**config.mk**
```make
export PLATFORM = sky130hd
export DESIGN_NAME = weighted_min_max_normalizer_unit
export DESIGN_NICKNAME = d
export VERILOG_FILES = /design/src/hw/rtl/wmmn_pkg.sv /design/src/hw/rtl/weighted_min_max_normalizer_unit.sv
export SDC_FILE = /design/constraint.sdc
export NUM_CORES = 2
export LEC_CHECK = 0
export BUFFER_PORTS_ARGS = -buffer_cell sky130_fd_sc_hd__buf_2
export CORE_AREA = 2 2 444 556
export CTS_BUF_LIST = sky130_fd_sc_hd__clkbuf_8
export CTS_CLUSTER_SIZE = 12
export DETAILED_ROUTE_END_ITERATION = 10
export DIE_AREA = 0 0 446 558
export SYNTH_ARGS = -nofsm -noshare
export SYNTH_HDL_FRONTEND = slang
export SYNTH_SLANG_ARGS = --single-unit
```
**constraint.sdc**
```tcl
create_clock -name clk -period 7.1 [get_ports clk]
set_input_delay 0.71 -clock clk [delete_from_list [all_inputs] [get_ports clk]]
set_output_delay 0.71 -clock clk [all_outputs]
set_load 0.05 [all_outputs]
```
**src/hw/rtl/wmmn_pkg.sv**
```systemverilog
// Shared types and constants of the weighted min-max normalizer.
// Field widths, action codes and fixed-point constants; no dependencies.
`timescale 1ns / 1ps

package wmmn_pkg;

	// Field widths of the request and result
	localparam int ACTION_W = 2;
	localparam int COL_W    = 4;
	localparam int SAMPLE_W = 32;
	localparam int WEIGHT_W = 16;
	localparam int NORM_W   = 24;

	// Action codes
	localparam logic [ACTION_W-1:0] ACT_CLEAR     = 2'd0;
	localparam logic [ACTION_W-1:0] ACT_LOAD_WGT  = 2'd1;
	localparam logic [ACTION_W-1:0] ACT_OBSERVE   = 2'd2;
	localparam logic [ACTION_W-1:0] ACT_NORMALIZE = 2'd3;

	// Result status codes
	localparam logic STAT_OK      = 1'b0;
	localparam logic STAT_NO_DATA = 1'b1;

	// 1.0 in Q8.8, weight of a column never loaded
	localparam logic [WEIGHT_W-1:0] WEIGHT_ONE = 16'h0100;

	// Product width of offset times weight, and quotient bits produced
	localparam int PROD_W    = SAMPLE_W + WEIGHT_W;
	localparam int DIV_STEPS = NORM_W;
	localparam int CNT_W     = $clog2(DIV_STEPS);

endpackage

```
**src/hw/rtl/weighted_min_max_normalizer_unit.sv**
```systemverilog
// Weighted min-max normalizer top level: per-column statistics memories,
// sequencer, one multiplier and a shared radix-2 divide step. Uses wmmn_pkg.
`timescale 1ns / 1ps

// Per-column weighted min-max scaling. A request carries an action for one
// column: clear all statistics, load a Q8.8 weight, observe a Q16.16 sample
// (widens the column's min and max), or normalize a sample, which returns
// clamp((x-min)/(max-min),0,1)*weight as unsigned Q8.16, truncated. Status 1
// means the column has no observed samples (or is out of range); a zero range
// gives 0 with status 0. The unit handles one request at a time. Clear and
// weight load finish in the accept cycle; observe goes through accept, a
// registered memory read, and compare and write back. Normalize goes through
// memory read, offset and range subtract, clamp, one 32x16 multiply, divider
// load, then a restoring divide step repeated to yield the 24 quotient bits
// one at a time, and the load of the output register once it is free. The
// result waits there, so a new request is taken while it is unread.
module weighted_min_max_normalizer_unit
	import wmmn_pkg::*;
#(
	parameter int COLUMNS = 16
) (
	input  logic                       clk,
	input  logic                       arst_n,
	input  logic                       in_valid,
	output logic                       in_ready,
	input  logic [ACTION_W-1:0]        action,
	input  logic [COL_W-1:0]           column,
	input  logic signed [SAMPLE_W-1:0] sample,
	input  logic [WEIGHT_W-1:0]        weight,
	output logic                       out_valid,
	input  logic                       out_ready,
	output logic [NORM_W-1:0]          normalized,
	output logic [COL_W-1:0]           result_column,
	output logic                       status
);

	localparam int IDX_W = (COLUMNS > 1) ? $clog2(COLUMNS) : 1;

	typedef enum logic [2:0] {
		ST_IDLE,
		ST_RD,
		ST_EXE,
		ST_CLAMP,
		ST_MUL,
		ST_LOAD,
		ST_DIV,
		ST_OUT
	} state_t;

	state_t                      state_q;
	logic [ACTION_W-1:0]         act_q;
	logic [COL_W-1:0]            col_q;
	logic [IDX_W-1:0]            idx_q;
	logic                        col_ok_q;
	logic signed [SAMPLE_W-1:0]  sample_q;

	// Statistics and weight storage
	logic [SAMPLE_W-1:0]         min_mem [COLUMNS];
	logic [SAMPLE_W-1:0]         max_mem [COLUMNS];
	logic [WEIGHT_W-1:0]         wgt_mem [COLUMNS];
	logic [COLUMNS-1:0]          seen_q;
	logic [COLUMNS-1:0]          wset_q;
	logic signed [SAMPLE_W-1:0]  rd_min_q;
	logic signed [SAMPLE_W-1:0]  rd_max_q;
	logic [WEIGHT_W-1:0]         rd_wgt_q;
	logic                        rd_wset_q;

	// Datapath registers
	logic [SAMPLE_W-1:0]         range_q;
	logic signed [SAMPLE_W:0]    off_q;
	logic [SAMPLE_W-1:0]         offc_q;
	logic [PROD_W-1:0]           prod_q;
	logic [SAMPLE_W-1:0]         rem_q;
	logic [NORM_W-1:0]           num_lo_q;
	logic [NORM_W-1:0]           quo_q;
	logic [CNT_W-1:0]            cnt_q;
	logic                        stat_q;

	// Output register
	logic                        out_valid_q;
	logic [NORM_W-1:0]           normalized_q;
	logic [COL_W-1:0]            result_column_q;
	logic                        status_q;

	logic                        accept;
	logic [IDX_W-1:0]            in_idx;
	logic                        in_col_ok;
	logic                        mem_wr;
	logic                        out_load;
	logic [WEIGHT_W-1:0]         wgt_eff;
	logic [SAMPLE_W:0]           rem_ext;
	logic [SAMPLE_W+1:0]         rem_diff;
	logic                        div_ge;

	assign in_ready  = (state_q == ST_IDLE);
	assign accept    = in_valid && in_ready;
	assign in_idx    = IDX_W'(column);
	assign in_col_ok = (32'(column) < COLUMNS);

	// Write back min and max on observe
	assign mem_wr = (state_q == ST_EXE) && (act_q == ACT_OBSERVE) && col_ok_q;

	// Load the output register once it is free or being read
	assign out_load = (state_q == ST_OUT) && (!out_valid_q || out_ready);

	// Unloaded columns weigh 1.0
	assign wgt_eff = rd_wset_q ? rd_wgt_q : WEIGHT_ONE;

	// Shared divide step: shift in next numerator bit, compare and subtract
	assign rem_ext  = {rem_q, num_lo_q[NORM_W-1]};
	assign rem_diff = {1'b0, rem_ext} - {2'b00, range_q};
	assign div_ge   = !rem_diff[SAMPLE_W+1];

	// Statistics memories, read at the held column every cycle
	always_ff @(posedge clk) begin
		if (mem_wr) begin
			if (!seen_q[idx_q] || (sample_q < rd_min_q)) begin
				min_mem[idx_q] <= sample_q;
			end
			if (!seen_q[idx_q] || (sample_q > rd_max_q)) begin
				max_mem[idx_q] <= sample_q;
			end
		end
		rd_min_q <= min_mem[idx_q];
		rd_max_q <= max_mem[idx_q];
	end

	// Weight memory, written on load at accept
	always_ff @(posedge clk) begin
		if (accept && (action == ACT_LOAD_WGT) && in_col_ok) begin
			wgt_mem[in_idx] <= weight;
		end
		rd_wgt_q <= wgt_mem[idx_q];
	end

	// Sequencer, datapath and output register
	always_ff @(posedge clk or negedge arst_n) begin
		if (!arst_n) begin
			state_q     <= ST_IDLE;
			seen_q      <= '0;
			wset_q      <= '0;
			out_valid_q <= 1'b0;
			rd_wset_q   <= 1'b0;
			act_q       <= ACT_CLEAR;
			col_q       <= '0;
			idx_q       <= '0;
			col_ok_q    <= 1'b0;
			cnt_q       <= '0;
			stat_q      <= STAT_OK;
		end else begin
			rd_wset_q <= wset_q[idx_q];
			if (out_load) begin
				out_valid_q <= 1'b1;
			end else if (out_ready) begin
				out_valid_q <= 1'b0;
			end
			case (state_q)
				ST_IDLE: begin
					if (accept) begin
						act_q    <= action;
						col_q    <= column;
						idx_q    <= in_idx;
						col_ok_q <= in_col_ok;
						sample_q <= sample;
						case (action)
							ACT_CLEAR: begin
								seen_q <= '0;
							end
							ACT_LOAD_WGT: begin
								if (in_col_ok) begin
									wset_q[in_idx] <= 1'b1;
								end
							end
							default: begin
								state_q <= ST_RD;
							end
						endcase
					end
				end
				ST_RD: begin
					state_q <= ST_EXE;
				end
				ST_EXE: begin
					if (act_q == ACT_OBSERVE) begin
						if (col_ok_q) begin
							seen_q[idx_q] <= 1'b1;
						end
						state_q <= ST_IDLE;
					end else if (!col_ok_q || !seen_q[idx_q]) begin
						quo_q   <= '0;
						stat_q  <= STAT_NO_DATA;
						state_q <= ST_OUT;
					end else if (rd_max_q == rd_min_q) begin
						quo_q   <= '0;
						stat_q  <= STAT_OK;
						state_q <= ST_OUT;
					end else begin
						range_q <= SAMPLE_W'(rd_max_q - rd_min_q);
						off_q   <= {sample_q[SAMPLE_W-1], sample_q}
							- {rd_min_q[SAMPLE_W-1], rd_min_q};
						stat_q  <= STAT_OK;
						state_q <= ST_CLAMP;
					end
				end
				ST_CLAMP: begin
					// Clamp offset to [0, range]
					if (off_q[SAMPLE_W]) begin
						offc_q <= '0;
					end else if (off_q[SAMPLE_W-1:0] > range_q) begin
						offc_q <= range_q;
					end else begin
						offc_q <= off_q[SAMPLE_W-1:0];
					end
					state_q <= ST_MUL;
				end
				ST_MUL: begin
					prod_q  <= PROD_W'(offc_q) * PROD_W'(wgt_eff);
					state_q <= ST_LOAD;
				end
				ST_LOAD: begin
					// Numerator is prod*256; its top bits are below the range
					rem_q    <= prod_q[PROD_W-1:NORM_W-8];
					num_lo_q <= {prod_q[NORM_W-9:0], 8'h00};
					quo_q    <= '0;
					cnt_q    <= CNT_W'(DIV_STEPS - 1);
					state_q  <= ST_DIV;
				end
				ST_DIV: begin
					rem_q    <= div_ge ? rem_diff[SAMPLE_W-1:0] : rem_ext[SAMPLE_W-1:0];
					num_lo_q <= {num_lo_q[NORM_W-2:0], 1'b0};
					quo_q    <= {quo_q[NORM_W-2:0], div_ge};
					cnt_q    <= cnt_q - 1'b1;
					if (cnt_q == '0) begin
						state_q <= ST_OUT;
					end
				end
				ST_OUT: begin
					// Hand the result over once the output register is free
					if (out_load) begin
						normalized_q    <= quo_q;
						result_column_q <= col_q;
						status_q        <= stat_q;
						state_q         <= ST_IDLE;
					end
				end
				default: begin
					state_q <= ST_IDLE;
				end
			endcase
		end
	end

	assign out_valid     = out_valid_q;
	assign normalized    = normalized_q;
	assign result_column = result_column_q;
	assign status        = status_q;

`ifndef SYNTHESIS
	// Remainder stays below the divisor during the divide
	assert property (@(posedge clk) disable iff (!arst_n)
		(state_q == ST_DIV) |-> (rem_q < range_q))
		else $error("divider remainder not below range");

	// No-data results carry a zero value
	assert property (@(posedge clk) disable iff (!arst_n)
		(out_valid && (status == STAT_NO_DATA)) |-> (normalized == '0))
		else $error("no-data result with nonzero value");

	// A new result appears only from the output state
	assert property (@(posedge clk) disable iff (!arst_n)
		(!$past(out_valid_q) && out_valid_q) |-> ($past(state_q) == ST_OUT))
		else $error("result raised outside output state");

	// Observe and normalize requests hold off the next request
	assert property (@(posedge clk) disable iff (!arst_n)
		(accept && ((action == ACT_OBSERVE) || (action == ACT_NORMALIZE)))
		|=> !in_ready)
		else $error("request accepted while busy");
`endif

endmodule
```
==> impl_metrics.py <==
metrics = {
    "global_routing": {
        "antenna_found_initial": 8,
        "grt_pass1_wl_mm": 334,
        "grt_pass1_vias": 51800,
        "grt_usage_pct": 18.0,
        "grt_overflow_total": 0,
        "grt_max_degree": 89,
    },
    "pwr": {
        "cellPowerDensity_nw_per_um2": 445,
        "leakage_nw": 36.8,
        "irDropWorstVdd_mv": 0.522,
    },
    "cts": {
        "clock_path_buffers": 4,
        "clk_latency_ns": 0.89,
        "cts_buffers": 274,
        "cts.clk_slew.worst_paths_ns": 0.07,
        "cts_tree": "built",
        "htreeDepth": 5,
        "cts_root_buffer": "clkbuf_8",
        "cts_num_sinks": 1688,
    },
    "yosys": {
        "yosys_register_bits": 1688,
        "synth_edf_count": 1558,
        "ys_seq_area_share_pct": 58.5,
        "yosys.area.top_type": "edfxtp_1",
        "synth_warnings": 0,
        "synthDistinctLibCells": 82,
        "synth-main-ff-cell": "edfxtp_1",
        "syn_area_per_cell_um2": 15.3,
        "synthesis.nets": 6292,
        "ys_top_cells_by_area": "edfxtp_1 55%, mux4_2 11%, fa_1 9.9%, ha_1 4.2%, inv_1 2.5%",
        "synth_commonest_cells": "1558 x edfxtp_1, 575 x inv_1, 464 x nand2_1, 421 x fa_1, 410 x mux4_2",
        "postSynthCellCount": 5531,
        "synth_area_um2": 84800,
        "ys_async_sr_fraction_pct": 2.96,
        "synth.most_common_cell": "edfxtp_1",
        "synth_top_cell_area_share_pct": 55.1,
    },
    "setup_path": {
        "worstPathRequired_ns": 7.76,
        "r2r_cells": 27,
        "crit_path_end_kind": "flip-flop",
        "worstPathMaxFanout": 46,
        "worst-endpoint-arrival_ns": 7.49,
        "critical_path_class": "reg2reg",
        "cp-start-kind": "flip-flop",
    },
    "sta": {
        "maxSlewViolCount": 0,
        "min_period_ns": 6.83,
        "worst_slack_ns": 0.273,
        "slew_headroom_pct": 14.0,
        "fmax_mhz": 146,
        "clock_skew_ns": 0.0767,
        "period_share_pct": 96.2,
        "finalHoldViolCount": 0,
        "rsz0062_at_grt": "true",
        "final-setup-viol-count": 0,
        "tightest_slew_ns": 1.29,
    },
    "placement": {
        "gp_congestion": 0.900,
        "pre_cts_ws_ns": -0.0148,
        "place_area_um2": 90500,
        "dp_hpwl_mm": 149,
        "placedCellCount": 8771,
        "port_buffers": 88,
    },
    "floorplan": {
        "die-area_um2": 249000,
        "die_w_um": 446,
        "design.core.area_um2": 244000,
        "io_pins": 89,
        "die_h_um": 558,
        "start_util_pct": 34.8,
        "rows": 203,
    },
    "job": {
        "cap_violations": 0,
    },
    "run_status": {
        "status": "complete, no violations",
    },
    "drt": {
        "routedWlPerCell_um": 24.2,
        "drt-initial-drc-count": 3873,
        "viasPerCell": 5.23,
        "drtPass1Iterations": 7,
        "drt-total-wl_mm": 225,
        "ant_nets": 0,
        "post-route-drc-count": 0,
        "num_vias": 48600,
    },
    "final_layout": {
        "layout-drive-gt1-share_pct": 20.5,
        "final_nets": 6674,
        "fillCellCount": 22500,
        "synthToLayoutAreaGrowth_pct": 13.5,
        "stdcell_count": 9300,
        "final_area_um2": 96300,
    },
    "worst_hold_path": {
        "hold_path.class": "in2reg",
        "hold_depth": 2,
    },
}
-- routing by layer --
| metal | vias to the layer above | track usage (%) | part of all wire [%] |
|---|---|---|---|
| li1 | 21200 | - | - |
| met1 | 25500 | 21.6 | 38 |
| met2 | 1486 | 32.2 | 52 |
| met3 | 459 | 2.19 | 4.9 |
| met4 | 0 | 8.26 | 4.8 |
| met5 | - | 0 | 0 |
-- worst max-delay path: stages, from the launching register on --
cell,delay [ns]
dfrtp_4,0.56
buf_8,0.17
buf_12,0.17
and3_1,0.21
fa_1,0.54
inv_1,0.05
fa_1,0.46
fa_1,0.52
inv_1,0.06
fa_1,0.51
fa_1,0.52
inv_1,0.05
fa_1,0.49
inv_1,0.05
ha_1,0.29
buf_4,0.14
nand3_2,0.10
nor2_2,0.12
nand3_1,0.14
o221ai_2,0.23
nor3_2,0.09
buf_4,0.14
o31ai_2,0.22
buf_4,0.17
a41o_1,0.19
a41oi_2,0.12
buf_4,0.17
xnor2_1,0.11
-- sequential cells by signal, indices dropped and copies added, names as in the netlist, 24 cells and up --
name / count
min_mem: 512
rem_q: 32
rd_min_q: 32
quo_q: 24
normalized: 24
range_q: 32
rd_max_q: 32
wgt_mem: 256
off_q: 33
max_mem: 512
offc_q: 32
sample_q: 32
prod_q: 48
-- per-stage QoR --
stage                     setup TNS, ns  util, %  total power, W  hold WS, ns
after floorplan                       0        -          0.0276        0.400
after global placement          -0.0454     37.1          0.0344        0.424
after detailed placement        -0.0148     37.1          0.0345        0.426
after CTS                             0     39.4          0.0429      0.00998
after global routing            -0.0258     39.5          0.0458       0.0521
final                                 0     39.5          0.0429        0.106
-- path summary, 6_finish.rpt --
check	start	to	slack (ns)
max	rd_wset_q	prod_q[42]	0.27
min	action[0]	act_q[0]	0.11
max reg2reg	rd_wset_q	prod_q[42]	0.27
min reg2reg	quo_q[11]	normalized[11]	0.44
max in group asynchronous	arst_n	idx_q[0]	5.87
min in group asynchronous	arst_n	cnt_q[3]	0.51
-- report_power, final --
part           internal (W)  switching [W]  total, W
clock network       0.00435        0.00392   0.00827
logic               0.00914         0.0124    0.0215
registers            0.0123       0.000765    0.0131
total                0.0258         0.0170    0.0429
-- final cells by class --
class                      instances  area (µm²)  area share [%]
tap                             3177        3980            4.13
sequential                      1688       49700            51.6
antenna                            6        15.0          0.0156
inverter                         575        2160            2.24
clock buffer                     304        4180            4.34
clock inverter                   176        1070            1.11
timing repair buffer             373        2840            2.95
multi-input combinational       3001       32400            33.7
-- layout by cell type (no fill, tap or decap), types with 23 or more instances in the layout --
cell type / instances
nand2_1: 463
o21ai_1: 23
buf_4: 237
xnor2_1: 81
dfrtp_1: 45
a21oi_1: 168
mux2i_1: 25
nor3_1: 23
nor3_2: 26
dlygate4sd3_1: 33
dfxtp_1: 80
edfxtp_1: 1558
mux4_2: 410
clkinv_2: 36
clkinv_1: 41
and3_1: 253
ha_1: 280
buf_2: 88
nand4_1: 31
and2_1: 32
nand3_1: 78
xor2_1: 42
clkbuf_8: 304
nor2b_1: 28
nor2_1: 90
fa_1: 418
inv_1: 648
o21ai_0: 116
a21o_1: 135
-- logic make-up (layout without fill, tap and decap cells) --
family | after synthesis | after routing | share of synthesized area, %
other | 0 | 6 | 0
multiplexers | 441 | 441 | 11.3
AND/OR/NAND/NOR | 1140 | 1140 | 6.55
flip-flops | 1688 | 1688 | 58.5
buffers and inverters | 842 | 1428 | 3.78
AO/OA/AOI/OAI | 594 | 594 | 4.54
adder cells (fa/ha/maj) | 703 | 703 | 14.1
XOR/XNOR | 123 | 123 | 1.27
-- what timing repair did --
item / 4_1_cts / 5_1_grt
buffers inserted: 1 / 8
endpoints found under the hold margin: 82 / 0
setup endpoints to repair: 1 / 13
hold buffers: 33 / 0
gates resized for setup: 0 / 32
pin swaps: 0 / 12
cloned: 0 / 1
No activity file was read; power rests on OpenSTA's default activity.
